`src/rtl/core/ifrd_pkg.sv`:
```
// Shared types, constants and codes of the info frame receiver and destuffer.
package ifrd_pkg;

  // Line framing bytes.
  localparam logic [7:0] FlagByte = 8'h5C;
  localparam logic [7:0] EscByte  = 8'h5D;
  localparam logic [7:0] EscFlag  = 8'h7C;
  localparam logic [7:0] EscEsc   = 8'h7D;

  // Control bytes.
  localparam logic [7:0] CtrlI0   = 8'h00;
  localparam logic [7:0] CtrlI1   = 8'h02;
  localparam logic [7:0] CtrlDisc = 8'h11;
  localparam logic [7:0] CtrlRr0  = 8'h01;
  localparam logic [7:0] CtrlRr1  = 8'h21;
  localparam logic [7:0] CtrlRej0 = 8'h05;
  localparam logic [7:0] CtrlRej1 = 8'h25;

  // Payload limit and counter widths.
  localparam int unsigned MaxPayload = 1024;
  localparam int unsigned CntW       = $clog2(MaxPayload + 1);
  localparam int unsigned LenW       = 11;

  // Command queue between front and back.
  localparam int unsigned FifoDepth = 4;
  localparam int unsigned PtrW      = $clog2(FifoDepth);
  localparam int unsigned FillW     = $clog2(FifoDepth + 1);

  // A response frame is five bytes after the status.
  localparam int unsigned RespBeats = 5;
  localparam int unsigned BeatW     = $clog2(RespBeats + 1);

  // Output widths.
  localparam int unsigned KindW     = 2;
  localparam int unsigned StatusW   = 3;
  localparam int unsigned OutDataW  = 24;

  // Receive phases.
  typedef enum logic [2:0] {
    PH_HUNT = 3'd0,
    PH_FLAG = 3'd1,
    PH_ADDR = 3'd2,
    PH_CTRL = 3'd3,
    PH_DATA = 3'd4,
    PH_ESC  = 3'd5,
    PH_DISC = 3'd6
  } phase_e;

  // Result kinds.
  typedef enum logic [KindW-1:0] {
    KIND_PAYLOAD  = 2'd0,
    KIND_STATUS   = 2'd1,
    KIND_RESPONSE = 2'd2
  } kind_e;

  // Frame status codes.
  typedef enum logic [StatusW-1:0] {
    ST_ACCEPTED   = 3'd0,
    ST_BCC2_ERROR = 3'd1,
    ST_BAD_ESCAPE = 3'd2,
    ST_DISCONNECT = 3'd3,
    ST_OVERFLOW   = 3'd4
  } status_e;

  // Queued command kinds.
  typedef enum logic [1:0] {
    CMD_PAYLOAD     = 2'd0,
    CMD_STATUS      = 2'd1,
    CMD_STATUS_RESP = 2'd2
  } cmd_e;

  // One queued command: data holds the payload byte or the response control.
  typedef struct packed {
    cmd_e            op;
    logic [7:0]      data;
    status_e         status;
    logic [LenW-1:0] len;
    logic            seq;
  } cmd_t;

endpackage

```
`src/rtl/core/ifrd_front.sv`:
```
// Front part: frame parser, destuffer and BCC2 checker that issues commands.
module ifrd_front (
  input  logic              clk_i,
  input  logic              rst_ni,
  input  logic              in_fire_i,
  input  logic [7:0]        rx_byte_i,
  input  logic [7:0]        link_address_i,
  output logic              cmd_valid_o,
  output ifrd_pkg::cmd_t    cmd_o
);

  ifrd_pkg::phase_e            phase_q, phase_d;
  logic                        exp_seq_q, exp_seq_d;
  logic                        cur_seq_q, cur_seq_d;
  logic [7:0]                  hdr_ctrl_q, hdr_ctrl_d;
  logic [7:0]                  held_q, held_d;
  logic                        held_vld_q, held_vld_d;
  logic [7:0]                  xor_q, xor_d;
  logic [ifrd_pkg::CntW-1:0]   cnt_q, cnt_d;

  logic                        is_ictrl;
  logic                        overflow;
  logic                        good;
  logic [ifrd_pkg::LenW-1:0]   len_now;

  // Shared conditions.
  assign is_ictrl = ((rx_byte_i == ifrd_pkg::CtrlI0) && !exp_seq_q) ||
                    ((rx_byte_i == ifrd_pkg::CtrlI1) && exp_seq_q);
  assign overflow = held_vld_q && (cnt_q >= ifrd_pkg::CntW'(ifrd_pkg::MaxPayload));
  assign good     = held_vld_q && (held_q == xor_q);
  assign len_now  = ifrd_pkg::LenW'(cnt_q);

  // Next receive phase.
  always_comb begin
    phase_d = phase_q;
    unique case (phase_q)
      ifrd_pkg::PH_HUNT: begin
        if (rx_byte_i == ifrd_pkg::FlagByte) phase_d = ifrd_pkg::PH_FLAG;
      end
      ifrd_pkg::PH_FLAG: begin
        if (rx_byte_i == link_address_i) phase_d = ifrd_pkg::PH_ADDR;
        else if (rx_byte_i != ifrd_pkg::FlagByte) phase_d = ifrd_pkg::PH_HUNT;
      end
      ifrd_pkg::PH_ADDR: begin
        priority if (is_ictrl) phase_d = ifrd_pkg::PH_CTRL;
        else if (rx_byte_i == ifrd_pkg::FlagByte) phase_d = ifrd_pkg::PH_FLAG;
        else if (rx_byte_i == ifrd_pkg::CtrlDisc) phase_d = ifrd_pkg::PH_DISC;
        else phase_d = ifrd_pkg::PH_HUNT;
      end
      ifrd_pkg::PH_CTRL: begin
        priority if (rx_byte_i == (link_address_i ^ hdr_ctrl_q)) phase_d = ifrd_pkg::PH_DATA;
        else if (rx_byte_i == ifrd_pkg::FlagByte) phase_d = ifrd_pkg::PH_FLAG;
        else phase_d = ifrd_pkg::PH_HUNT;
      end
      ifrd_pkg::PH_DATA: begin
        priority if (rx_byte_i == ifrd_pkg::FlagByte) phase_d = ifrd_pkg::PH_HUNT;
        else if (rx_byte_i == ifrd_pkg::EscByte) phase_d = ifrd_pkg::PH_ESC;
        else if (overflow) phase_d = ifrd_pkg::PH_HUNT;
        else phase_d = ifrd_pkg::PH_DATA;
      end
      ifrd_pkg::PH_ESC: begin
        if ((rx_byte_i == ifrd_pkg::EscFlag || rx_byte_i == ifrd_pkg::EscEsc) && !overflow)
          phase_d = ifrd_pkg::PH_DATA;
        else
          phase_d = ifrd_pkg::PH_HUNT;
      end
      ifrd_pkg::PH_DISC: phase_d = ifrd_pkg::PH_HUNT;
      default: phase_d = ifrd_pkg::PH_HUNT;
    endcase
  end

  // Datapath updates and the command for the queue.
  always_comb begin
    logic       take;
    logic [7:0] take_byte;
    exp_seq_d   = exp_seq_q;
    cur_seq_d   = cur_seq_q;
    hdr_ctrl_d  = hdr_ctrl_q;
    held_d      = held_q;
    held_vld_d  = held_vld_q;
    xor_d       = xor_q;
    cnt_d       = cnt_q;
    cmd_valid_o = 1'b0;
    cmd_o       = '{op: ifrd_pkg::CMD_PAYLOAD, data: 8'h00,
                    status: ifrd_pkg::ST_ACCEPTED, len: '0, seq: 1'b0};
    take        = 1'b0;
    take_byte   = rx_byte_i;

    unique case (phase_q)
      ifrd_pkg::PH_ADDR: begin
        if (is_ictrl) begin
          hdr_ctrl_d = rx_byte_i;
          cur_seq_d  = exp_seq_q;
        end
      end
      ifrd_pkg::PH_CTRL: begin
        if (rx_byte_i == (link_address_i ^ hdr_ctrl_q)) begin
          held_vld_d = 1'b0;
          held_d     = 8'h00;
          xor_d      = 8'h00;
          cnt_d      = '0;
        end
      end
      ifrd_pkg::PH_DATA: begin
        priority if (rx_byte_i == ifrd_pkg::FlagByte) begin
          // Closing flag: status plus RR or REJ naming the next sequence bit.
          cmd_valid_o = 1'b1;
          cmd_o.op     = ifrd_pkg::CMD_STATUS_RESP;
          cmd_o.status = good ? ifrd_pkg::ST_ACCEPTED : ifrd_pkg::ST_BCC2_ERROR;
          cmd_o.len    = len_now;
          cmd_o.seq    = cur_seq_q;
          if (!cur_seq_q) cmd_o.data = good ? ifrd_pkg::CtrlRr1 : ifrd_pkg::CtrlRej1;
          else cmd_o.data = good ? ifrd_pkg::CtrlRr0 : ifrd_pkg::CtrlRej0;
          exp_seq_d = ~exp_seq_q;
        end else if (rx_byte_i == ifrd_pkg::EscByte) begin
          take = 1'b0;
        end else begin
          take = 1'b1;
        end
      end
      ifrd_pkg::PH_ESC: begin
        priority if (rx_byte_i == ifrd_pkg::EscFlag) begin
          take      = 1'b1;
          take_byte = ifrd_pkg::FlagByte;
        end else if (rx_byte_i == ifrd_pkg::EscEsc) begin
          take      = 1'b1;
          take_byte = ifrd_pkg::EscByte;
        end else begin
          cmd_valid_o  = 1'b1;
          cmd_o.op     = ifrd_pkg::CMD_STATUS;
          cmd_o.status = ifrd_pkg::ST_BAD_ESCAPE;
          cmd_o.len    = len_now;
          cmd_o.seq    = cur_seq_q;
        end
      end
      ifrd_pkg::PH_DISC: begin
        cmd_valid_o  = 1'b1;
        cmd_o.op     = ifrd_pkg::CMD_STATUS_RESP;
        cmd_o.status = ifrd_pkg::ST_DISCONNECT;
        cmd_o.data   = ifrd_pkg::CtrlDisc;
      end
      default: begin
        take = 1'b0;
      end
    endcase

    // Destuffed byte: release the held byte one byte late, or overflow.
    if (take) begin
      if (overflow) begin
        cmd_valid_o  = 1'b1;
        cmd_o.op     = ifrd_pkg::CMD_STATUS;
        cmd_o.status = ifrd_pkg::ST_OVERFLOW;
        cmd_o.len    = len_now;
        cmd_o.seq    = cur_seq_q;
      end else begin
        if (held_vld_q) begin
          cmd_valid_o = 1'b1;
          cmd_o.op    = ifrd_pkg::CMD_PAYLOAD;
          cmd_o.data  = held_q;
          xor_d       = xor_q ^ held_q;
          cnt_d       = cnt_q + ifrd_pkg::CntW'(1);
        end
        held_d     = take_byte;
        held_vld_d = 1'b1;
      end
    end
  end

  // Control state.
  always_ff @(posedge clk_i or negedge rst_ni) begin
    if (!rst_ni) begin
      phase_q    <= ifrd_pkg::PH_HUNT;
      exp_seq_q  <= 1'b0;
      cur_seq_q  <= 1'b0;
      hdr_ctrl_q <= 8'h00;
      held_q     <= 8'h00;
      held_vld_q <= 1'b0;
      xor_q      <= 8'h00;
      cnt_q      <= '0;
    end else if (in_fire_i) begin
      phase_q    <= phase_d;
      exp_seq_q  <= exp_seq_d;
      cur_seq_q  <= cur_seq_d;
      hdr_ctrl_q <= hdr_ctrl_d;
      held_q     <= held_d;
      held_vld_q <= held_vld_d;
      xor_q      <= xor_d;
      cnt_q      <= cnt_d;
    end
  end

endmodule

```
`src/rtl/core/ifrd_cmd_fifo.sv`:
```
// Short command queue between the parsing front and the result back end.
module ifrd_cmd_fifo (
  input  logic           clk_i,
  input  logic           rst_ni,
  input  logic           push_i,
  input  ifrd_pkg::cmd_t push_data_i,
  input  logic           pop_i,
  output logic           full_o,
  output logic           empty_o,
  output ifrd_pkg::cmd_t head_o
);

  ifrd_pkg::cmd_t                mem_q [ifrd_pkg::FifoDepth];
  logic [ifrd_pkg::PtrW-1:0]     wr_ptr_q, rd_ptr_q;
  logic [ifrd_pkg::FillW-1:0]    fill_q;

  assign full_o  = (fill_q == ifrd_pkg::FillW'(ifrd_pkg::FifoDepth));
  assign empty_o = (fill_q == '0);
  assign head_o  = mem_q[rd_ptr_q];

  // Storage.
  always_ff @(posedge clk_i) begin
    if (push_i) begin
      mem_q[wr_ptr_q] <= push_data_i;
    end
  end

  // Pointers and fill level.
  always_ff @(posedge clk_i or negedge rst_ni) begin
    if (!rst_ni) begin
      wr_ptr_q <= '0;
      rd_ptr_q <= '0;
      fill_q   <= '0;
    end else begin
      if (push_i) wr_ptr_q <= wr_ptr_q + ifrd_pkg::PtrW'(1);
      if (pop_i) rd_ptr_q <= rd_ptr_q + ifrd_pkg::PtrW'(1);
      if (push_i && !pop_i) fill_q <= fill_q + ifrd_pkg::FillW'(1);
      else if (pop_i && !push_i) fill_q <= fill_q - ifrd_pkg::FillW'(1);
    end
  end

endmodule

```
`src/rtl/core/ifrd_back.sv`:
```
// Back end: expands queued commands into result transactions on an output register.
module ifrd_back (
  input  logic                          clk_i,
  input  logic                          rst_ni,
  input  logic                          cmd_empty_i,
  input  ifrd_pkg::cmd_t                cmd_i,
  output logic                          cmd_pop_o,
  input  logic [7:0]                    link_address_i,
  output logic                          out_valid_o,
  input  logic                          out_ready_i,
  output logic [ifrd_pkg::KindW-1:0]    out_kind_o,
  output logic [ifrd_pkg::OutDataW-1:0] out_data_o,
  output logic                          out_last_o
);

  logic [ifrd_pkg::BeatW-1:0]    beat_q, beat_d;
  logic                          vld_q;
  logic [ifrd_pkg::KindW-1:0]    kind_q;
  logic [ifrd_pkg::OutDataW-1:0] data_q;
  logic                          last_q;

  logic                          load;
  ifrd_pkg::kind_e               nxt_kind;
  logic [7:0]                    nxt_byte;
  ifrd_pkg::status_e             nxt_status;
  logic [ifrd_pkg::LenW-1:0]     nxt_len;
  logic                          nxt_seq;
  logic                          nxt_last;

  assign load = !cmd_empty_i && (!vld_q || out_ready_i);

  // Current beat of the command at the head of the queue.
  always_comb begin
    nxt_kind   = ifrd_pkg::KIND_PAYLOAD;
    nxt_byte   = 8'h00;
    nxt_status = ifrd_pkg::ST_ACCEPTED;
    nxt_len    = '0;
    nxt_seq    = 1'b0;
    nxt_last   = 1'b1;
    unique case (cmd_i.op)
      ifrd_pkg::CMD_PAYLOAD: begin
        nxt_byte = cmd_i.data;
      end
      ifrd_pkg::CMD_STATUS: begin
        nxt_kind   = ifrd_pkg::KIND_STATUS;
        nxt_status = cmd_i.status;
        nxt_len    = cmd_i.len;
        nxt_seq    = cmd_i.seq;
      end
      ifrd_pkg::CMD_STATUS_RESP: begin
        if (beat_q == '0) begin
          nxt_kind   = ifrd_pkg::KIND_STATUS;
          nxt_status = cmd_i.status;
          nxt_len    = cmd_i.len;
          nxt_seq    = cmd_i.seq;
          nxt_last   = 1'b0;
        end else begin
          nxt_kind = ifrd_pkg::KIND_RESPONSE;
          nxt_last = (beat_q == ifrd_pkg::BeatW'(ifrd_pkg::RespBeats));
          unique case (beat_q)
            ifrd_pkg::BeatW'(2): nxt_byte = link_address_i;
            ifrd_pkg::BeatW'(3): nxt_byte = cmd_i.data;
            ifrd_pkg::BeatW'(4): nxt_byte = link_address_i ^ cmd_i.data;
            default:             nxt_byte = ifrd_pkg::FlagByte;
          endcase
        end
      end
      default: begin
        nxt_last = 1'b1;
      end
    endcase
  end

  // Beat counter advances per loaded result and clears at the command end.
  always_comb begin
    beat_d    = beat_q;
    cmd_pop_o = 1'b0;
    if (load) begin
      if (nxt_last) begin
        beat_d    = '0;
        cmd_pop_o = 1'b1;
      end else begin
        beat_d = beat_q + ifrd_pkg::BeatW'(1);
      end
    end
  end

  always_ff @(posedge clk_i or negedge rst_ni) begin
    if (!rst_ni) begin
      beat_q <= '0;
      vld_q  <= 1'b0;
    end else begin
      beat_q <= beat_d;
      if (load) vld_q <= 1'b1;
      else if (out_ready_i) vld_q <= 1'b0;
    end
  end

  // Output payload register.
  always_ff @(posedge clk_i) begin
    if (load) begin
      kind_q <= nxt_kind;
      data_q <= {1'b0, nxt_seq, nxt_len, nxt_status, nxt_byte};
      last_q <= nxt_last;
    end
  end

  assign out_valid_o = vld_q;
  assign out_kind_o  = kind_q;
  assign out_data_o  = data_q;
  assign out_last_o  = last_q;

endmodule

```
`src/rtl/core/info_frame_receiver_destuffer_core.sv`:
```
// Top level of the info frame receiver and destuffer.
//
//  Channel   Dir  Handshake                       Contents
//  s_axis    in   s_axis_tvalid / s_axis_tready   raw line byte
//  m_axis    out  m_axis_tvalid / m_axis_tready   payload, status or response byte
//  cfg       in   cfg_valid_i / cfg_ready_o       link address
//
// A line byte is taken every cycle while the four-entry command queue has room.
// Each byte yields at most one command; a closing flag or a disconnect expands into six
// results, one per cycle unless the output stalls, from the back end output register.
// Reset puts the parser in flag hunt with sequence bit zero and address one.
// Output stalls back up into the queue and then hold off s_axis_tready.
module info_frame_receiver_destuffer_core (
  input  logic        clk_i,
  input  logic        rst_ni,
  input  logic        s_axis_tvalid,
  output logic        s_axis_tready,
  input  logic [7:0]  s_axis_tdata,   // [7:0] rx_byte
  output logic        m_axis_tvalid,
  input  logic        m_axis_tready,
  output logic [23:0] m_axis_tdata,   // [7:0] data, [10:8] status,
                                      // [21:11] payload_length, [22] frame_seq, [23] zero
  output logic [1:0]  m_axis_tuser,   // [1:0] kind
  output logic        m_axis_tlast,
  input  logic        cfg_valid_i,
  output logic        cfg_ready_o,
  input  logic [7:0]  cfg_data_i      // [7:0] link_address
);

  logic [7:0]     link_addr_q;
  logic           in_fire;
  logic           cmd_valid;
  ifrd_pkg::cmd_t cmd;
  logic           fifo_full, fifo_empty, fifo_pop;
  ifrd_pkg::cmd_t fifo_head;

  // Configuration register.
  assign cfg_ready_o = 1'b1;
  always_ff @(posedge clk_i or negedge rst_ni) begin
    if (!rst_ni) begin
      link_addr_q <= 8'h01;
    end else if (cfg_valid_i) begin
      link_addr_q <= cfg_data_i;
    end
  end

  assign s_axis_tready = !fifo_full;
  assign in_fire       = s_axis_tvalid && s_axis_tready;

  ifrd_front u_front (
    .clk_i          (clk_i),
    .rst_ni         (rst_ni),
    .in_fire_i      (in_fire),
    .rx_byte_i      (s_axis_tdata),
    .link_address_i (link_addr_q),
    .cmd_valid_o    (cmd_valid),
    .cmd_o          (cmd)
  );

  ifrd_cmd_fifo u_fifo (
    .clk_i       (clk_i),
    .rst_ni      (rst_ni),
    .push_i      (in_fire && cmd_valid),
    .push_data_i (cmd),
    .pop_i       (fifo_pop),
    .full_o      (fifo_full),
    .empty_o     (fifo_empty),
    .head_o      (fifo_head)
  );

  ifrd_back u_back (
    .clk_i          (clk_i),
    .rst_ni         (rst_ni),
    .cmd_empty_i    (fifo_empty),
    .cmd_i          (fifo_head),
    .cmd_pop_o      (fifo_pop),
    .link_address_i (link_addr_q),
    .out_valid_o    (m_axis_tvalid),
    .out_ready_i    (m_axis_tready),
    .out_kind_o     (m_axis_tuser),
    .out_data_o     (m_axis_tdata),
    .out_last_o     (m_axis_tlast)
  );

endmodule

```
`config.mk`:
```
export PLATFORM = sky130hd
export DESIGN_NAME = info_frame_receiver_destuffer_core
export DESIGN_NICKNAME = d
export VERILOG_FILES = /design/src/rtl/core/ifrd_pkg.sv /design/src/rtl/core/ifrd_front.sv /design/src/rtl/core/ifrd_cmd_fifo.sv /design/src/rtl/core/ifrd_back.sv /design/src/rtl/core/info_frame_receiver_destuffer_core.sv
export SDC_FILE = /design/constraint.sdc
export NUM_CORES = 1
export LEC_CHECK = 0
export CORE_MARGIN = 2
export CORE_UTILIZATION = 45
export DETAILED_ROUTE_END_ITERATION = 10
export DONT_BUFFER_PORTS = 1
export PLACE_DENSITY = 0.56
export SLEW_MARGIN = 10
export SYNTH_ARGS = -nofsm -noshare
export SYNTH_HDL_FRONTEND = slang
export SYNTH_SLANG_ARGS = --single-unit
```
`constraint.sdc`:
```
create_clock -name clk_i -period 4.01 [get_ports clk_i]
set_input_delay 0.6015 -clock clk_i [delete_from_list [all_inputs] [get_ports clk_i]]
set_output_delay 0.6015 -clock clk_i [all_outputs]
set_load 0.01 [all_outputs]
```
# Yosys cells after proc, flatten, opt, wreduce, memory -nomap -nowiden
# Memory sizes are Yosys's and may differ from the RTL's.
# Cells that the tools add are included.
[classes]
shifts = 0
muxes = 86
multipliers = 0
n_lt_le_gt_ge = 1
n_eq_ne = 25
add_sub_neg = 6
reduce_logical = 30
n_div = 0
bitwise_logic = 4
[ops]
columns = ["op", "n"]
rows = [
  ["two-way mux 8 bit", 15],
  ["two-way mux 11 bit", 6],
  ["two-way mux 3 bit", 17],
  ["two-way mux 25 bit", 2],
  ["equality test 8 x 7 -> 1 bit (second input constant)", 4],
  ["case mux 8 bit (2 select lines)", 2],
  ["two-way mux 15 bit", 2],
  ["two-way mux 1 bit", 26],
  ["equality test 8 bit", 3],
  ["case mux 12 bit (2 select lines)", 1],
  ["case mux 8 bit (3 select lines)", 1],
  ["XOR 8 bit", 3],
  ["case mux 11 bit (2 select lines)", 1],
  ["equality test 3 bit (second input constant)", 6],
  ["case mux 3 bit (6 select lines)", 1],
  ["two-way mux 14 bit", 1],
  ["equality test 3 x 2 -> 1 bit (second input constant)", 4],
  ["adder 11 x 1 -> 11 bit (second input constant)", 1],
  [">= comparator 11 bit (second input constant)", 1],
  ["logical AND 1 bit", 10],
  ["two-way mux 10 bit", 1],
  ["logical NOT 3 bit", 3],
  ["case mux 3 bit (3 select lines)", 1],
  ["AND reduction 3 bit", 3],
  ["other kinds (23)", 37],
]
[totals]
wordCells = 170
romBits = 0
ram_bits = 100
ff_bits = 86
latch_bits = 0
memories = 1
out_inout_bits = 30
[mem_list]
columns = ["memory", "depth", "width", "read_ports", "rd_ports_with_merged_regs", "write_ports", "line", "text"]
rows = [
  ["u_fifo.mem_q", 4, 25, 1, 0, 1, "ifrd_cmd_fifo.sv:13", "ifrd_pkg::cmd_t mem_q [ifrd_pkg::FifoDepth];"],
]

# Logic depth before layout (Yosys ltp)
# Gate-level depths: netlist of run 1.
[depth]
word_depth = 12
ltp_mapped = 14
ltp_nobuf = 11

# By module
# From an unflattened synthesis of run 1, not the netlist that was laid out.
[hier_totals]
hier_cells = 612
hier_area_um2 = 8911.0
[by_module_without_submodules]
columns = ["module", "n_inst", "cells_per_inst", "area_per_inst_um2", "seq_area_each_um2"]
rows = [
  ["ifrd_cmd_fifo", 1, 165, 4048.9, 3178.0],
  ["ifrd_front", 1, 281, 2817.7, 1026.0],
  ["ifrd_back", 1, 144, 1681.6, 880.8],
  ["info_frame_receiver_destuffer_core", 1, 22, 362.8, 201.4],
]

# Least setup slack after synthesis of run 1
# No wires, ideal clock.
[synth_path]
kind = "input -> register"
from = "input m_axis_tready"
to = "register u_fifo.fill_q[1] (netlist name)"
required_time_ps = 3885
n_path_buf = 0
cell_stages = 7
setup_time_ps = 125
setup_slack_ps = 416
t_arrival_ps = 3469
cell_sequence = "inv_1 > a21oi_1 > nand2_1 > ha_1 > inv_1 > fa_1 > mux2_2"
[synth_between]
elab_chain_len = 6
word_cells_on_any_way = 8
classes_between = "2 x mux; 6 x reduce/logical"
[synth_lines]
columns = ["item", "line", "text"]
rows = [
  ["start, declared", "info_frame_receiver_destuffer_core.sv:20", "input logic m_axis_tready,"],
  ["logical OR 1 bit *", "ifrd_back.sv:30", "assign load = !cmd_empty_i && (!vld_q || out_ready_i);"],
  ["logical AND 1 bit *", "ifrd_back.sv:30", ""],
  ["net u_back.load", "ifrd_back.sv:22", "logic load;"],
  ["two-way mux 1 bit *", "ifrd_back.sv:78", "if (load) begin"],
  ["logical NOT 1 bit", "ifrd_cmd_fifo.sv:37", "if (push_i && !pop_i) fill_q <= fill_q + ifrd_pkg::FillW'(1);"],
  ["logical AND 1 bit", "ifrd_cmd_fifo.sv:37", ""],
  ["two-way mux 3 bit or nonzero test 2 bit (tied branches)", "-", ""],
  ["end signal, assigned", "ifrd_cmd_fifo.sv:37", ""],
  ["end signal, assigned", "ifrd_cmd_fifo.sv:38", "else if (pop_i && !push_i) fill_q <= fill_q - ifrd_pkg::FillW'(1);"],
  ["end, declared", "ifrd_cmd_fifo.sv:15", "logic [ifrd_pkg::FillW-1:0] fill_q;"],
]
# The timed path passes the listed nets; every way through them passes the cells marked *.
# A chain may end at the register's enable or synchronous reset.

# Final worst setup path of run 1
[layout_path]
from = "register u_fifo.rd_ptr_q[0] (netlist name)"
to = "register u_fifo.fill_q[2] (netlist name)"
[layout_between]
elab_chain_len = 8
word_cells_on_any_way = 10
classes_between = "1 x eq/ne; 4 x mux; 4 x reduce/logical; 1 x memory"
[layout_lines]
columns = ["item", "line", "text"]
rows = [
  ["start, declared", "ifrd_cmd_fifo.sv:14", "logic [ifrd_pkg::PtrW-1:0] wr_ptr_q, rd_ptr_q;"],
  ["start signal, assigned", "ifrd_cmd_fifo.sv:36", "if (pop_i) rd_ptr_q <= rd_ptr_q + ifrd_pkg::PtrW'(1);"],
  ["memory read (4 x 25 bit) *", "-", ""],
  ["equality test 2 bit *", "ifrd_back.sv:40", "unique case (cmd_i.op)"],
  ["two-way mux 1 bit *", "ifrd_back.sv:40", ""],
  ["net u_back.nxt_last", "ifrd_back.sv:28", "logic nxt_last;"],
  ["two-way mux 1 bit *", "ifrd_back.sv:79", "if (nxt_last) begin"],
  ["two-way mux 1 bit *", "ifrd_back.sv:78", ""],
  ["logical NOT 1 bit", "ifrd_cmd_fifo.sv:37", ""],
  ["logical AND 1 bit", "ifrd_cmd_fifo.sv:37", ""],
  ["two-way mux 3 bit or nonzero test 2 bit (tied branches)", "-", ""],
]
# Marks and branches as above.

==> results of run 1 <==
-- what timing repair did --
| action | 4_1_cts | 5_1_grt |
|---|---|---|
| hold endpoints to repair | 59 | 1 |
| hold buffers | 1 | 1 |
| resized for setup | 0 | 0 |
| endpoints found under the setup margin | 0 | 0 |
-- Yosys cell counts, types with 3 or more instances --
| cell type | number |
|---|---|
| sky130_fd_sc_hd__nor3_1 | 8 |
| sky130_fd_sc_hd__nor2b_1 | 17 |
| sky130_fd_sc_hd__dfrtp_1 | 59 |
| sky130_fd_sc_hd__a21o_1 | 15 |
| sky130_fd_sc_hd__buf_4 | 4 |
| sky130_fd_sc_hd__xnor3_1 | 8 |
| sky130_fd_sc_hd__or2_2 | 4 |
| sky130_fd_sc_hd__a21oi_1 | 22 |
| sky130_fd_sc_hd__xnor2_1 | 12 |
| sky130_fd_sc_hd__nand2b_1 | 22 |
| sky130_fd_sc_hd__a22oi_1 | 4 |
| sky130_fd_sc_hd__nand3_1 | 6 |
| sky130_fd_sc_hd__o21bai_1 | 4 |
| sky130_fd_sc_hd__o221ai_1 | 4 |
| sky130_fd_sc_hd__mux4_2 | 25 |
| sky130_fd_sc_hd__inv_1 | 19 |
| sky130_fd_sc_hd__edfxtp_1 | 126 |
| sky130_fd_sc_hd__nand4_1 | 6 |
| sky130_fd_sc_hd__and3_1 | 6 |
| sky130_fd_sc_hd__a31oi_1 | 8 |
| sky130_fd_sc_hd__nor2_1 | 20 |
| sky130_fd_sc_hd__buf_6 | 3 |
| sky130_fd_sc_hd__and2_1 | 33 |
| sky130_fd_sc_hd__clkbuf_1 | 8 |
| sky130_fd_sc_hd__a221o_1 | 3 |
| sky130_fd_sc_hd__nand2_1 | 55 |
| sky130_fd_sc_hd__xor2_1 | 5 |
| sky130_fd_sc_hd__buf_2 | 10 |
| sky130_fd_sc_hd__o21ai_0 | 20 |
| sky130_fd_sc_hd__mux2_2 | 10 |
| sky130_fd_sc_hd__o21a_1 | 5 |
| sky130_fd_sc_hd__and4_1 | 3 |
| sky130_fd_sc_hd__ha_1 | 15 |
-- cell type report --
class / count / share of cell area [%]
Sequential cell: 186 / 55.0
Inverter: 19 / 0.742
Tap cell: 260 / 3.38
Clock inverter: 13 / 1.73
Multi-Input combinational cell: 392 / 33.6
Timing Repair Buffer: 12 / 1.17
Clock buffer: 18 / 4.46
-- worst max-delay path by stage --
stage	startpoint	end	cells past startpoint
after floorplan	m_axis_tready	u_fifo.fill_q[1]$_DFFE_PN0P_	7
after global placement	u_fifo.rd_ptr_q[0]$_DFFE_PN0P_	u_fifo.fill_q[2]$_DFFE_PN0P_	12
after detailed placement	u_fifo.rd_ptr_q[0]$_DFFE_PN0P_	u_fifo.fill_q[2]$_DFFE_PN0P_	12
after CTS	u_fifo.rd_ptr_q[0]$_DFFE_PN0P_	u_fifo.fill_q[2]$_DFFE_PN0P_	12
after global routing	u_fifo.rd_ptr_q[0]$_DFFE_PN0P_	u_fifo.fill_q[2]$_DFFE_PN0P_	12
final	u_fifo.rd_ptr_q[0]$_DFFE_PN0P_	u_fifo.fill_q[2]$_DFFE_PN0P_	12
-- per-layer routing --
| layer | vias up | track usage (%) |
|---|---|---|
| li1 | 2327 | - |
| met1 | 2634 | 26.8 |
| met2 | 87 | 31.3 |
| met3 | 17 | 3.45 |
| met4 | 0 | 5.37 |
| met5 | - | 0 |
-- worst max-delay path: cells and delay by family, from the launching register on --
| kind | cells | cell delay, ns |
|---|---|---|
| simple gates | 3 | 0.45 |
| flops | 1 | 0.35 |
| xor+xnor | 2 | 0.31 |
| fa+ha+maj | 3 | 0.88 |
| mux | 1 | 0.55 |
| buf+inv | 3 | 0.44 |
-- kinds of logic after synthesis --
kind of cell / Yosys count / share of synthesized area (%)
multiplexers: 39 / 8.23
AND/OR/NAND/NOR: 202 / 13.6
adder cells (fa/ha/maj): 16 / 2.38
buffers and inverters: 47 / 2.61
XOR/XNOR: 25 / 3.77
flip-flops: 186 / 60.6
AO/OA/AOI/OAI: 108 / 8.82
other: 2 / 0.0860
-- sequential cells by signal (all words and copies together) (netlist names) --
signal,flops
u_front.phase_q,3
u_front.cnt_q,11
u_back.beat_q,3
u_front.xor_q,8
u_front.held_vld_q,1
u_front.held_q,8
u_fifo.mem_q,100
u_back.out_valid_o,1
u_front.hdr_ctrl_q,8
u_fifo.rd_ptr_q,2
u_front.cur_seq_q,1
u_back.out_kind_o,2
u_front.exp_seq_q,1
u_back.out_last_o,1
u_fifo.fill_q,3
link_addr_q,8
u_back.out_data_o,23
u_fifo.wr_ptr_q,2
-- through the flow --
| step | instance area, sq um | cells |
|---|---|---|
| after floorplan | 8730 | 625 |
| after global placement | 8980 | 867 |
| after detailed placement | 8980 | 867 |
| after CTS | 9610 | 899 |
| after global routing | 9620 | 900 |
| final | 9620 | 900 |
-- where the power goes --
group | switching [mW] | internal, mW
Sequential | 0.286 | 2.39
Combinational | 0.669 | 0.595
Clock | 0.713 | 0.985
==> flow_results.xml, run 1 <==
<?xml version="1.0" encoding="UTF-8"?>
<metrics>
  <group name="status">
    <metric name="run_status" unit="">complete, no violations</metric>
  </group>
  <group name="routing">
    <metric name="routed_wl" unit="mm">18.7</metric>
    <metric name="via_cell_ratio" unit="">5.63</metric>
    <metric name="drcViolationCount" unit="">0</metric>
    <metric name="route.antenna.remaining_nets" unit="">0</metric>
    <metric name="highest_layer" unit="">met4</metric>
    <metric name="met3RoutedLength" unit="microns">587</metric>
    <metric name="drt_iter0_drc" unit="">323</metric>
    <metric name="dr_wl_met2" unit="mm">9.32</metric>
    <metric name="routed-via-count" unit="">5065</metric>
    <metric name="met1_length" unit="mm">8.58</metric>
    <metric name="drtPass1Iterations" unit="">5</metric>
    <metric name="wl_per_cell" unit="microns">20.8</metric>
  </group>
  <group name="yosys">
    <metric name="post_synth_instance_area" unit="sq um">8730</metric>
    <metric name="yosys.area.top_type" unit="">sky130_fd_sc_hd__edfxtp_1</metric>
    <metric name="synth_nets" unit="">662</metric>
    <metric name="syn-instance-count" unit="">625</metric>
    <metric name="proportion_of_register_bits_with_asynchronous_set_or_reset_after_synthesis" unit="%">32.3</metric>
    <metric name="synth.area.top_cells" unit="">sky130_fd_sc_hd__edfxtp_1, sky130_fd_sc_hd__dfrtp_1, sky130_fd_sc_hd__mux4_2</metric>
    <metric name="postSynthAreaPerCell" unit="sq um">14.0</metric>
    <metric name="yosysSeqAreaShare" unit="%">60.6</metric>
    <metric name="yosys.cell_types.count" unit="">77</metric>
    <metric name="synth.yosys.warnings" unit="">0</metric>
    <metric name="number_of_enable_type_register_cells_in_the_synthesized_netlist" unit="">126</metric>
    <metric name="synthFlopType" unit="">sky130_fd_sc_hd__edfxtp_1</metric>
    <metric name="yosysTopAreaCellShare" unit="%">43.3</metric>
    <metric name="ys_ff_latch" unit="">186</metric>
  </group>
  <group name="sta">
    <metric name="finalCritPeriodShare" unit="%">76.4</metric>
    <metric name="slew-limit-headroom" unit="%">48.9</metric>
    <metric name="setup_slack" unit="ns">0.945</metric>
    <metric name="hold_viol_final" unit="">0</metric>
    <metric name="timing.final.crit_period" unit="ns">3.06</metric>
    <metric name="finalClockSkew" unit="ns">0.0164</metric>
    <metric name="setup_violations" unit="">0</metric>
    <metric name="timing.hold.ws" unit="ns">0.0519</metric>
    <metric name="timing.setup.tns" unit="ns">0</metric>
    <metric name="final_max_slew_viols" unit="">0</metric>
    <metric name="max_slew.worst_pin.slew" unit="ns">0.761</metric>
    <metric name="unrepaired_setup_endpoints_after_global_routing" unit="">false</metric>
    <metric name="max_clock_freq" unit="MHz">326</metric>
  </group>
  <group name="pwr">
    <metric name="ir_worst_vdd" unit="uV">363</metric>
    <metric name="total_power" unit="mW">5.63</metric>
    <metric name="power_density" unit="nW/um^2">586</metric>
    <metric name="pleak" unit="nW">3.66</metric>
  </group>
  <group name="final_layout">
    <metric name="design.final.nets" unit="">665</metric>
    <metric name="n_antenna_cell" unit="">0</metric>
    <metric name="layout.filler_cells" unit="">1623</metric>
    <metric name="final_common_cell" unit="">sky130_fd_sc_hd__edfxtp_1</metric>
    <metric name="area_growth_syn_to_layout" unit="%">10.2</metric>
    <metric name="final_cell_mix" unit="">sky130_fd_sc_hd__edfxtp_1, sky130_fd_sc_hd__dfrtp_1, sky130_fd_sc_hd__nand2_1</metric>
    <metric name="finalCoreUtilization" unit="%">50.9</metric>
    <metric name="regArea" unit="sq um">5290</metric>
    <metric name="multi_input_comb_area" unit="sq um">3230</metric>
    <metric name="final_layout_size_suffix_gt1_share" unit="%">15.9</metric>
  </group>
  <group name="critical_path">
    <metric name="timing.critical_path.required" unit="ns">4.36</metric>
    <metric name="worstSetupStartpointType" unit="">register</metric>
    <metric name="ff2ff_path_depth" unit="">12</metric>
    <metric name="r2r_slack" unit="ns">0.95</metric>
    <metric name="crit_path_max_incr_delay" unit="ns">0.55</metric>
    <metric name="critical_path_peak_fanout" unit="">12</metric>
    <metric name="crit_arrival" unit="ns">3.41</metric>
    <metric name="worstReg2RegStart" unit="">u_fifo.rd_ptr_q[0]$_DFFE_PN0P_</metric>
    <metric name="sort_of_element_at_the_end_of_the_critical_path" unit="">register</metric>
    <metric name="critical_path.slowest_cell" unit="">sky130_fd_sc_hd__mux4_2</metric>
    <metric name="worst_reg2reg_path_endpoint" unit="">u_fifo.fill_q[2]$_DFFE_PN0P_</metric>
    <metric name="critPathKind" unit="">register to register</metric>
    <metric name="critical_path_cell_by_cell" unit="">buf_4 &gt; mux4_2 &gt; inv_1 &gt; ha_1 &gt; nand2_1 &gt; nand2_1 &gt; ha_1 &gt; inv_1 &gt; fa_1 &gt; xor2_1 &gt; nor2_1 &gt; xor2_1</metric>
  </group>
  <group name="die">
    <metric name="die_height" unit="microns">143</metric>
    <metric name="design.portCount" unit="">51</metric>
    <metric name="die_w" unit="microns">143</metric>
    <metric name="fp-row-count" unit="">50</metric>
    <metric name="design.die.area" unit="sq um">20500</metric>
    <metric name="core_area" unit="sq um">18900</metric>
    <metric name="initial_utilization" unit="%">46.2</metric>
  </group>
  <group name="cts">
    <metric name="cts_tree" unit="">yes</metric>
    <metric name="numCtsBuffers" unit="">17</metric>
    <metric name="cts_max_path_buffers" unit="">2</metric>
    <metric name="clk_latency" unit="ns">0.43</metric>
    <metric name="ctsHtreeMaxLevel" unit="">4</metric>
    <metric name="cts.root.buffer_cell" unit="">sky130_fd_sc_hd__clkbuf_16</metric>
    <metric name="clk_transition_reported_paths" unit="ns">0.07</metric>
    <metric name="clock_sinks" unit="">186</metric>
    <metric name="post-cts-setup-buffers" unit="">0</metric>
  </group>
  <group name="place">
    <metric name="placement.setup.worst_slack" unit="ns">0.945</metric>
    <metric name="gp_congestion" unit="">0.830</metric>
    <metric name="port_buffers" unit="">0</metric>
    <metric name="detailedPlacementHpwl" unit="mm">12.7</metric>
  </group>
  <group name="global_routing">
    <metric name="first_pass_grt_wire_length" unit="mm">29.1</metric>
    <metric name="grt_pass1_vias" unit="">5104</metric>
    <metric name="grt_max_degree" unit="">60</metric>
    <metric name="grt_use_total" unit="%">19.3</metric>
    <metric name="antenna_violations_before_repair" unit="">0</metric>
    <metric name="grt_total_ovfl" unit="">0</metric>
  </group>
  <group name="worst_hold_path">
    <metric name="kind_of_path_behind_the_tightest_hold_check" unit="">input port to async pin</metric>
  </group>
  <group name="job">
    <metric name="number_of_max_capacitance_violations_reported" unit="">0</metric>
  </group>
</metrics>
Power figures use the tool's default switching activity.
==> run 2, diff against run 1 <==
- PLACE_DENSITY: 0.56 -> 0.58
- clock period: 4.01 -> 2.65 ns (I/O delays scaled with it)
==> run 2 against run 1 <==
  * Count of clock-buffer cells in the layout decreased by 1
  * Largest power group unchanged
  * Critical endpoint unchanged
  * Clock skew decreased by 0.0070 ns
  * Utilization increased by 0.72 points
  * Critical path depth decreased by 1
==> flow_results.xml, run 2 (synthesized netlist as in run 1, its figures left out) <==
<?xml version="1.0" encoding="UTF-8"?>
<metrics>
  <group name="final_layout">
    <metric name="layout.filler_cells" unit="">1602</metric>
    <metric name="largest_register_ffs" unit="">100</metric>
    <metric name="area_growth_syn_to_layout" unit="%">11.7</metric>
    <metric name="n_antenna_cell" unit="">0</metric>
    <metric name="max_flop_register" unit="">u_fifo.mem_q</metric>
    <metric name="finalCoreUtilization" unit="%">51.6</metric>
    <metric name="final_layout_size_suffix_gt1_share" unit="%">18.6</metric>
    <metric name="final_common_cell" unit="">sky130_fd_sc_hd__edfxtp_1</metric>
    <metric name="final_cell_mix" unit="">sky130_fd_sc_hd__edfxtp_1, sky130_fd_sc_hd__dfrtp_1, sky130_fd_sc_hd__nand2_1</metric>
    <metric name="design.final.nets" unit="">676</metric>
  </group>
  <group name="cts">
    <metric name="clk_transition_reported_paths" unit="ns">0.07</metric>
    <metric name="clock_sinks" unit="">186</metric>
    <metric name="clk_latency" unit="ns">0.43</metric>
    <metric name="post-cts-setup-buffers" unit="">0</metric>
    <metric name="cts.root.buffer_cell" unit="">sky130_fd_sc_hd__clkbuf_16</metric>
    <metric name="cts_tree" unit="">yes</metric>
    <metric name="numCtsBuffers" unit="">17</metric>
    <metric name="cts_max_path_buffers" unit="">2</metric>
    <metric name="ctsHtreeMaxLevel" unit="">4</metric>
  </group>
  <group name="routing">
    <metric name="routed-via-count" unit="">5141</metric>
    <metric name="wl_per_cell" unit="microns">20.6</metric>
    <metric name="drtPass1Iterations" unit="">5</metric>
    <metric name="drt_iter0_drc" unit="">357</metric>
    <metric name="routed_wl" unit="mm">18.8</metric>
    <metric name="route.antenna.remaining_nets" unit="">0</metric>
    <metric name="drcViolationCount" unit="">0</metric>
    <metric name="via_cell_ratio" unit="">5.64</metric>
  </group>
  <group name="sta">
    <metric name="unrepaired_setup_endpoints_after_global_routing" unit="">false</metric>
    <metric name="slew-limit-headroom" unit="%">57.8</metric>
    <metric name="timing.final.crit_period" unit="ns">2.42</metric>
    <metric name="finalClockSkew" unit="ns">0.00931</metric>
    <metric name="max_slew.worst_pin.slew" unit="ns">0.633</metric>
    <metric name="final_max_slew_viols" unit="">0</metric>
    <metric name="hold_viol_final" unit="">0</metric>
    <metric name="timing.hold.ws" unit="ns">0.0652</metric>
    <metric name="finalCritPeriodShare" unit="%">91.2</metric>
    <metric name="max_clock_freq" unit="MHz">414</metric>
    <metric name="setup_violations" unit="">0</metric>
  </group>
  <group name="pwr">
    <metric name="ir_worst_vdd" unit="uV">519</metric>
    <metric name="power.clock.fraction" unit="%">28.6</metric>
    <metric name="internal_power" unit="mW">5.79</metric>
    <metric name="switchingPower" unit="mW">2.64</metric>
    <metric name="comb_power_share" unit="%">23.3</metric>
    <metric name="sequentialPowerShare" unit="%">48.0</metric>
    <metric name="pleak" unit="nW">3.70</metric>
    <metric name="power_density" unit="nW/um^2">865</metric>
    <metric name="switching_power_share_of_the_total" unit="%">31.3</metric>
  </group>
  <group name="critical_path">
    <metric name="r2r_slack" unit="ns">0.23</metric>
    <metric name="worst_reg2reg_path_endpoint" unit="">u_fifo.fill_q[2]$_DFFE_PN0P_</metric>
    <metric name="worstSetupStartpointType" unit="">register</metric>
    <metric name="ff2ff_path_depth" unit="">11</metric>
    <metric name="worstReg2RegStart" unit="">u_fifo.rd_ptr_q[0]$_DFFE_PN0P_</metric>
    <metric name="setup.worst_path.start" unit="">u_fifo.rd_ptr_q[0]$_DFFE_PN0P_</metric>
    <metric name="critical_path_peak_fanout" unit="">5</metric>
    <metric name="crit_arrival" unit="ns">2.78</metric>
    <metric name="sort_of_element_at_the_end_of_the_critical_path" unit="">register</metric>
    <metric name="critPathKind" unit="">register to register</metric>
    <metric name="timing.critical_path.required" unit="ns">3.01</metric>
  </group>
  <group name="global_routing">
    <metric name="grt_use_total" unit="%">19.6</metric>
    <metric name="first_pass_grt_wire_length" unit="mm">29.7</metric>
    <metric name="antenna_violations_before_repair" unit="">0</metric>
    <metric name="grt_total_ovfl" unit="">0</metric>
    <metric name="grt_max_degree" unit="">61</metric>
    <metric name="grt_pass1_vias" unit="">5172</metric>
  </group>
  <group name="die">
    <metric name="initial_utilization" unit="%">46.2</metric>
    <metric name="die_height" unit="microns">143</metric>
    <metric name="die_w" unit="microns">143</metric>
    <metric name="fp-row-count" unit="">50</metric>
    <metric name="design.die.area" unit="sq um">20500</metric>
    <metric name="design.portCount" unit="">51</metric>
    <metric name="core_area" unit="sq um">18900</metric>
  </group>
  <group name="job">
    <metric name="number_of_max_capacitance_violations_reported" unit="">0</metric>
  </group>
  <group name="worst_hold_path">
    <metric name="hold_depth" unit="">1</metric>
    <metric name="hold_end" unit="">u_back.out_valid_o$_DFFE_PN0P_</metric>
    <metric name="holdCritStartpoint" unit="">m_axis_tready</metric>
    <metric name="kind_of_path_behind_the_tightest_hold_check" unit="">input port to register</metric>
  </group>
  <group name="place">
    <metric name="gp_congestion" unit="">0.828</metric>
    <metric name="detailedPlacementHpwl" unit="mm">12.8</metric>
    <metric name="port_buffers" unit="">0</metric>
  </group>
  <group name="status">
    <metric name="run_status" unit="">complete, no violations</metric>
  </group>
</metrics>
## run 2: area by class of cell
| class | count | area, sq um | share of cell area [%] |
|---|---|---|---|
| well taps | 260 | 325 | 3.34 |
| flip-flops and latches | 186 | 5290 | 54.2 |
| clock buffers | 17 | 425 | 4.36 |
| repair buffers | 23 | 245 | 2.51 |
| clock inverters | 15 | 130 | 1.33 |
| multi-input cells | 392 | 3270 | 33.5 |
| inverters | 19 | 71.3 | 0.731 |
## run 2: stage by stage
stage	cell area, sq um	cells	TNS, ns	total power, mW	setup WS (ns)
final	9750	912	0	8.43	0.232
after global routing	9750	912	0	8.93	0.0819
after global placement	9160	878	0	6.00	0.229
after detailed placement	9160	878	0	6.08	0.216
after floorplan	8810	625	-0.0416	5.60	-0.0416
after CTS	9750	912	0	8.53	0.216
## run 2: worst max-delay path, cell delays in order, from the launching register on
cell and delay [ns]:
sky130_fd_sc_hd__dfrtp_1 0.43, sky130_fd_sc_hd__mux4_2 0.55, sky130_fd_sc_hd__inv_2 0.09, sky130_fd_sc_hd__ha_4 0.16, sky130_fd_sc_hd__nand2_4 0.07, sky130_fd_sc_hd__nand2_4 0.11
sky130_fd_sc_hd__ha_4 0.15, sky130_fd_sc_hd__inv_2 0.04, sky130_fd_sc_hd__fa_2 0.33, sky130_fd_sc_hd__xor2_1 0.16, sky130_fd_sc_hd__nor2_1 0.12, sky130_fd_sc_hd__xor2_1 0.14
## run 2: worst max path at each step
stage,end,slack [ns]
finish,u_fifo.fill_q[2]$_DFFE_PN0P_,0.23
detailed placement,u_fifo.fill_q[2]$_DFFE_PN0P_,0.22
CTS,u_fifo.fill_q[2]$_DFFE_PN0P_,0.22
floorplan,u_fifo.fill_q[1]$_DFFE_PN0P_,-0.04
global placement,u_fifo.fill_q[2]$_DFFE_PN0P_,0.23
global route,u_fifo.fill_q[2]$_DFFE_PN0P_,0.08
## run 2: routing by layer
| layer | part of all wire (%) | track usage [%] | vias up | wire length [microns] |
|---|---|---|---|---|
| met3 | 5.4 | 4.86 | 20 | 1010 |
| met1 | 44 | 26.7 | 2597 | 8270 |
| met4 | 1.3 | 5.37 | 0 | 252 |
| li1 | - | - | 2353 | - |
| met5 | 0 | 0 | - | 0 |
| met2 | 49 | 31.4 | 171 | 9240 |
## run 2: what timing repair did
action | in CTS | in global routing
endpoints found under the setup margin | 0 | 0
endpoints found under the hold margin | 60 | 0
gates resized for setup | 0 | 0
hold buffers | 2 | 0
## run 2: power groups by stage
stage | registers, mW | logic [mW] | clock network (mW)
detailed placement | 4.11 | 1.97 | 0
global route | 4.11 | 2.20 | 2.62
finish | 4.05 | 1.97 | 2.41
CTS | 4.06 | 2.00 | 2.48
floorplan | 3.98 | 1.62 | 0
global placement | 4.09 | 1.91 | 0
==> run 3, diff against run 2 <==
- GPL_TIMING_DRIVEN: default -> 0
==> run 3 against run 2 <==
  * First-iteration DRC count is 6.2% higher
  * Utilization is 0.27 points higher
  * Hold slack worse by 0.0071 ns
  * Via count is 0.18% higher
  * Sequential power hardly changed
  * Critical path depth is 1 higher
  * Highest routed layer unchanged
  * Count of clock-buffer cells in the layout stayed put
==> flow_results.xml, run 3 (synthesized netlist as in run 1, its figures left out) <==
<?xml version="1.0" encoding="UTF-8"?>
<metrics>
  <group name="pwr">
    <metric name="ir_worst_vdd" unit="uV">489</metric>
    <metric name="total_power" unit="mW">8.51</metric>
    <metric name="pleak" unit="nW">3.73</metric>
    <metric name="power_density" unit="nW/um^2">868</metric>
  </group>
  <group name="cts">
    <metric name="numCtsBuffers" unit="">17</metric>
    <metric name="clk_transition_reported_paths" unit="ns">0.07</metric>
    <metric name="clk_latency" unit="ns">0.42</metric>
    <metric name="clock_sinks" unit="">186</metric>
    <metric name="cts_max_path_buffers" unit="">2</metric>
    <metric name="cts_tree" unit="">yes</metric>
    <metric name="ctsHtreeMaxLevel" unit="">4</metric>
    <metric name="cts.root.buffer_cell" unit="">sky130_fd_sc_hd__clkbuf_16</metric>
  </group>
  <group name="sta">
    <metric name="final_max_slew_viols" unit="">0</metric>
    <metric name="finalCritPeriodShare" unit="%">95.9</metric>
    <metric name="hold_viol_final" unit="">0</metric>
    <metric name="max_clock_freq" unit="MHz">393</metric>
    <metric name="setup_violations" unit="">0</metric>
    <metric name="unrepaired_setup_endpoints_after_global_routing" unit="">true</metric>
    <metric name="setup_slack" unit="ns">0.108</metric>
    <metric name="timing.final.crit_period" unit="ns">2.54</metric>
    <metric name="max_slew.worst_pin.slew" unit="ns">0.756</metric>
    <metric name="finalClockSkew" unit="ns">0.0112</metric>
    <metric name="timing.setup.tns" unit="ns">0</metric>
    <metric name="slew-limit-headroom" unit="%">49.6</metric>
  </group>
  <group name="final_layout">
    <metric name="final_cell_mix" unit="">sky130_fd_sc_hd__edfxtp_1, sky130_fd_sc_hd__dfrtp_1, sky130_fd_sc_hd__nand2_1</metric>
    <metric name="area_growth_syn_to_layout" unit="%">12.3</metric>
    <metric name="n_antenna_cell" unit="">0</metric>
    <metric name="multi_input_comb_area" unit="sq um">3290</metric>
    <metric name="regArea" unit="sq um">5290</metric>
    <metric name="final_common_cell" unit="">sky130_fd_sc_hd__edfxtp_1</metric>
    <metric name="max_flop_register" unit="">u_fifo.mem_q</metric>
    <metric name="final_layout_size_suffix_gt1_share" unit="%">20.2</metric>
    <metric name="layout.filler_cells" unit="">1622</metric>
    <metric name="design.final.nets" unit="">689</metric>
    <metric name="largest_register_ffs" unit="">100</metric>
  </group>
  <group name="routing">
    <metric name="route.antenna.remaining_nets" unit="">0</metric>
    <metric name="via_cell_ratio" unit="">5.57</metric>
    <metric name="routed_wl" unit="mm">18.7</metric>
    <metric name="routed-via-count" unit="">5150</metric>
    <metric name="drtPass1Iterations" unit="">5</metric>
    <metric name="wl_per_cell" unit="microns">20.3</metric>
    <metric name="drt_iter0_drc" unit="">379</metric>
    <metric name="drcViolationCount" unit="">0</metric>
  </group>
  <group name="die">
    <metric name="core_area" unit="sq um">18900</metric>
    <metric name="die_w" unit="microns">143</metric>
    <metric name="fp-row-count" unit="">50</metric>
    <metric name="initial_utilization" unit="%">46.2</metric>
    <metric name="design.portCount" unit="">51</metric>
    <metric name="die_height" unit="microns">143</metric>
    <metric name="design.die.area" unit="sq um">20500</metric>
  </group>
  <group name="global_routing">
    <metric name="grt_total_ovfl" unit="">0</metric>
    <metric name="antenna_violations_before_repair" unit="">0</metric>
    <metric name="grt_use_total" unit="%">19.4</metric>
    <metric name="first_pass_grt_wire_length" unit="mm">29.6</metric>
    <metric name="grt_max_degree" unit="">61</metric>
    <metric name="grt_pass1_vias" unit="">5251</metric>
  </group>
  <group name="status">
    <metric name="run_status" unit="">complete, no violations</metric>
  </group>
  <group name="critical_path">
    <metric name="critical_path_cell_by_cell" unit="">buf_12 &gt; mux4_2 &gt; inv_2 &gt; ha_4 &gt; nand2_4 &gt; nand2_4 &gt; ha_4 &gt; inv_2 &gt; fa_2 &gt; xor2_1 &gt; nor2_1 &gt; xor2_1</metric>
    <metric name="crit_path_max_incr_delay" unit="ns">0.55</metric>
    <metric name="timing.critical_path.required" unit="ns">3.00</metric>
    <metric name="r2r_slack" unit="ns">0.11</metric>
    <metric name="critPathKind" unit="">register to register</metric>
    <metric name="critical_path_peak_fanout" unit="">11</metric>
    <metric name="sort_of_element_at_the_end_of_the_critical_path" unit="">register</metric>
    <metric name="worstSetupStartpointType" unit="">register</metric>
    <metric name="crit_arrival" unit="ns">2.89</metric>
    <metric name="critical_path.slowest_cell" unit="">sky130_fd_sc_hd__mux4_2</metric>
  </group>
  <group name="job">
    <metric name="number_of_max_capacitance_violations_reported" unit="">0</metric>
  </group>
  <group name="place">
    <metric name="gp_congestion" unit="">0.868</metric>
    <metric name="detailedPlacementHpwl" unit="mm">12.9</metric>
    <metric name="port_buffers" unit="">0</metric>
    <metric name="placement.setup.worst_slack" unit="ns">-0.924</metric>
  </group>
  <group name="worst_hold_path">
    <metric name="kind_of_path_behind_the_tightest_hold_check" unit="">input port to register</metric>
  </group>
</metrics>
==> run 3: changes by cell type in the layout (fill, tap and decap cells not counted), moves of 2 or more <==
cell / before / now
sky130_fd_sc_hd__inv_8: 5 / 1
sky130_fd_sc_hd__and2_2: 0 / 4
sky130_fd_sc_hd__and2_1: 33 / 28
sky130_fd_sc_hd__clkinvlp_4: 4 / 2
sky130_fd_sc_hd__buf_6: 0 / 4
sky130_fd_sc_hd__clkinv_2: 1 / 5
sky130_fd_sc_hd__buf_2: 0 / 6
sky130_fd_sc_hd__buf_4: 17 / 12
sky130_fd_sc_hd__clkinv_4: 0 / 2
sky130_fd_sc_hd__buf_1: 0 / 2
sky130_fd_sc_hd__clkbuf_1: 0 / 5
==> run 3: worst paths after layout <==
kind,cells after the start,endpoint,startpoint
worst min register to register,1,u_front.xor_q[6]$_DFFE_PN0P_,u_front.xor_q[6]$_DFFE_PN0P_
worst max-delay path,12,u_fifo.fill_q[2]$_DFFE_PN0P_,u_fifo.rd_ptr_q[0]$_DFFE_PN0P_
max in group asynchronous,2,u_fifo.fill_q[0]$_DFFE_PN0P_,rst_ni
worst min-delay path,1,u_back.out_valid_o$_DFFE_PN0P_,m_axis_tready
worst max register to register,12,u_fifo.fill_q[2]$_DFFE_PN0P_,u_fifo.rd_ptr_q[0]$_DFFE_PN0P_
min in group asynchronous,2,u_fifo.rd_ptr_q[1]$_DFFE_PN0P_,rst_ni
==> run 3: worst max-delay path, delay by kind of cell (launching register included) <==
family                     cells  cell delay [ns]
and+or+nand+nor                3             0.31
DFF                            1             0.37
buffers and inverters          3             0.29
adders and majority gates      3             0.62
xor gates and xnor gates       2             0.31
muxes                          1             0.55
==> run 3: through the flow <==
step | area (sq um) | utilization [%] | std cells | hold slack (ns)
floorplan | 8810 | - | 625 | 0.102
global placement | 9140 | 48.4 | 885 | 0.108
detailed placement | 9170 | 48.5 | 886 | 0.109
CTS | 9800 | 51.9 | 923 | 0.0378
global route | 9800 | 51.9 | 924 | 0.0453
finish | 9800 | 51.9 | 924 | 0.0580
==> run 3: layout make-up <==
class	count	area share, %
sequential	186	53.9
inverter	19	0.727
buffer	24	1.80
clock inverter	14	1.01
multi-input combinational	392	33.6
timing repair buffer	12	1.28
tap	260	3.32
clock buffer	17	4.34
==> run 3: metal layers <==
metal	wire length [microns]	global-route usage [%]
met5	0	0
met4	337	6.30
met1	8590	27.5
met3	773	3.96
met2	9020	30.3
==> run 3: what timing repair did <==
action | CTS | global route
endpoints found under the hold margin | 60 | 0
pin swaps | 3 | 3
setup endpoints to repair | 119 | 102
buffers inserted | 6 | 3
hold buffers | 2 | 0
resized for setup | 14 | 5
==> run 3: power breakdown <==
part | switching [mW] | internal, mW | leakage (nW) | total [mW]
Sequential | 0.418 | 3.61 | 1.96 | 4.03
Clock | 1.10 | 1.20 | 0.259 | 2.30
Combinational | 1.11 | 1.07 | 1.52 | 2.18
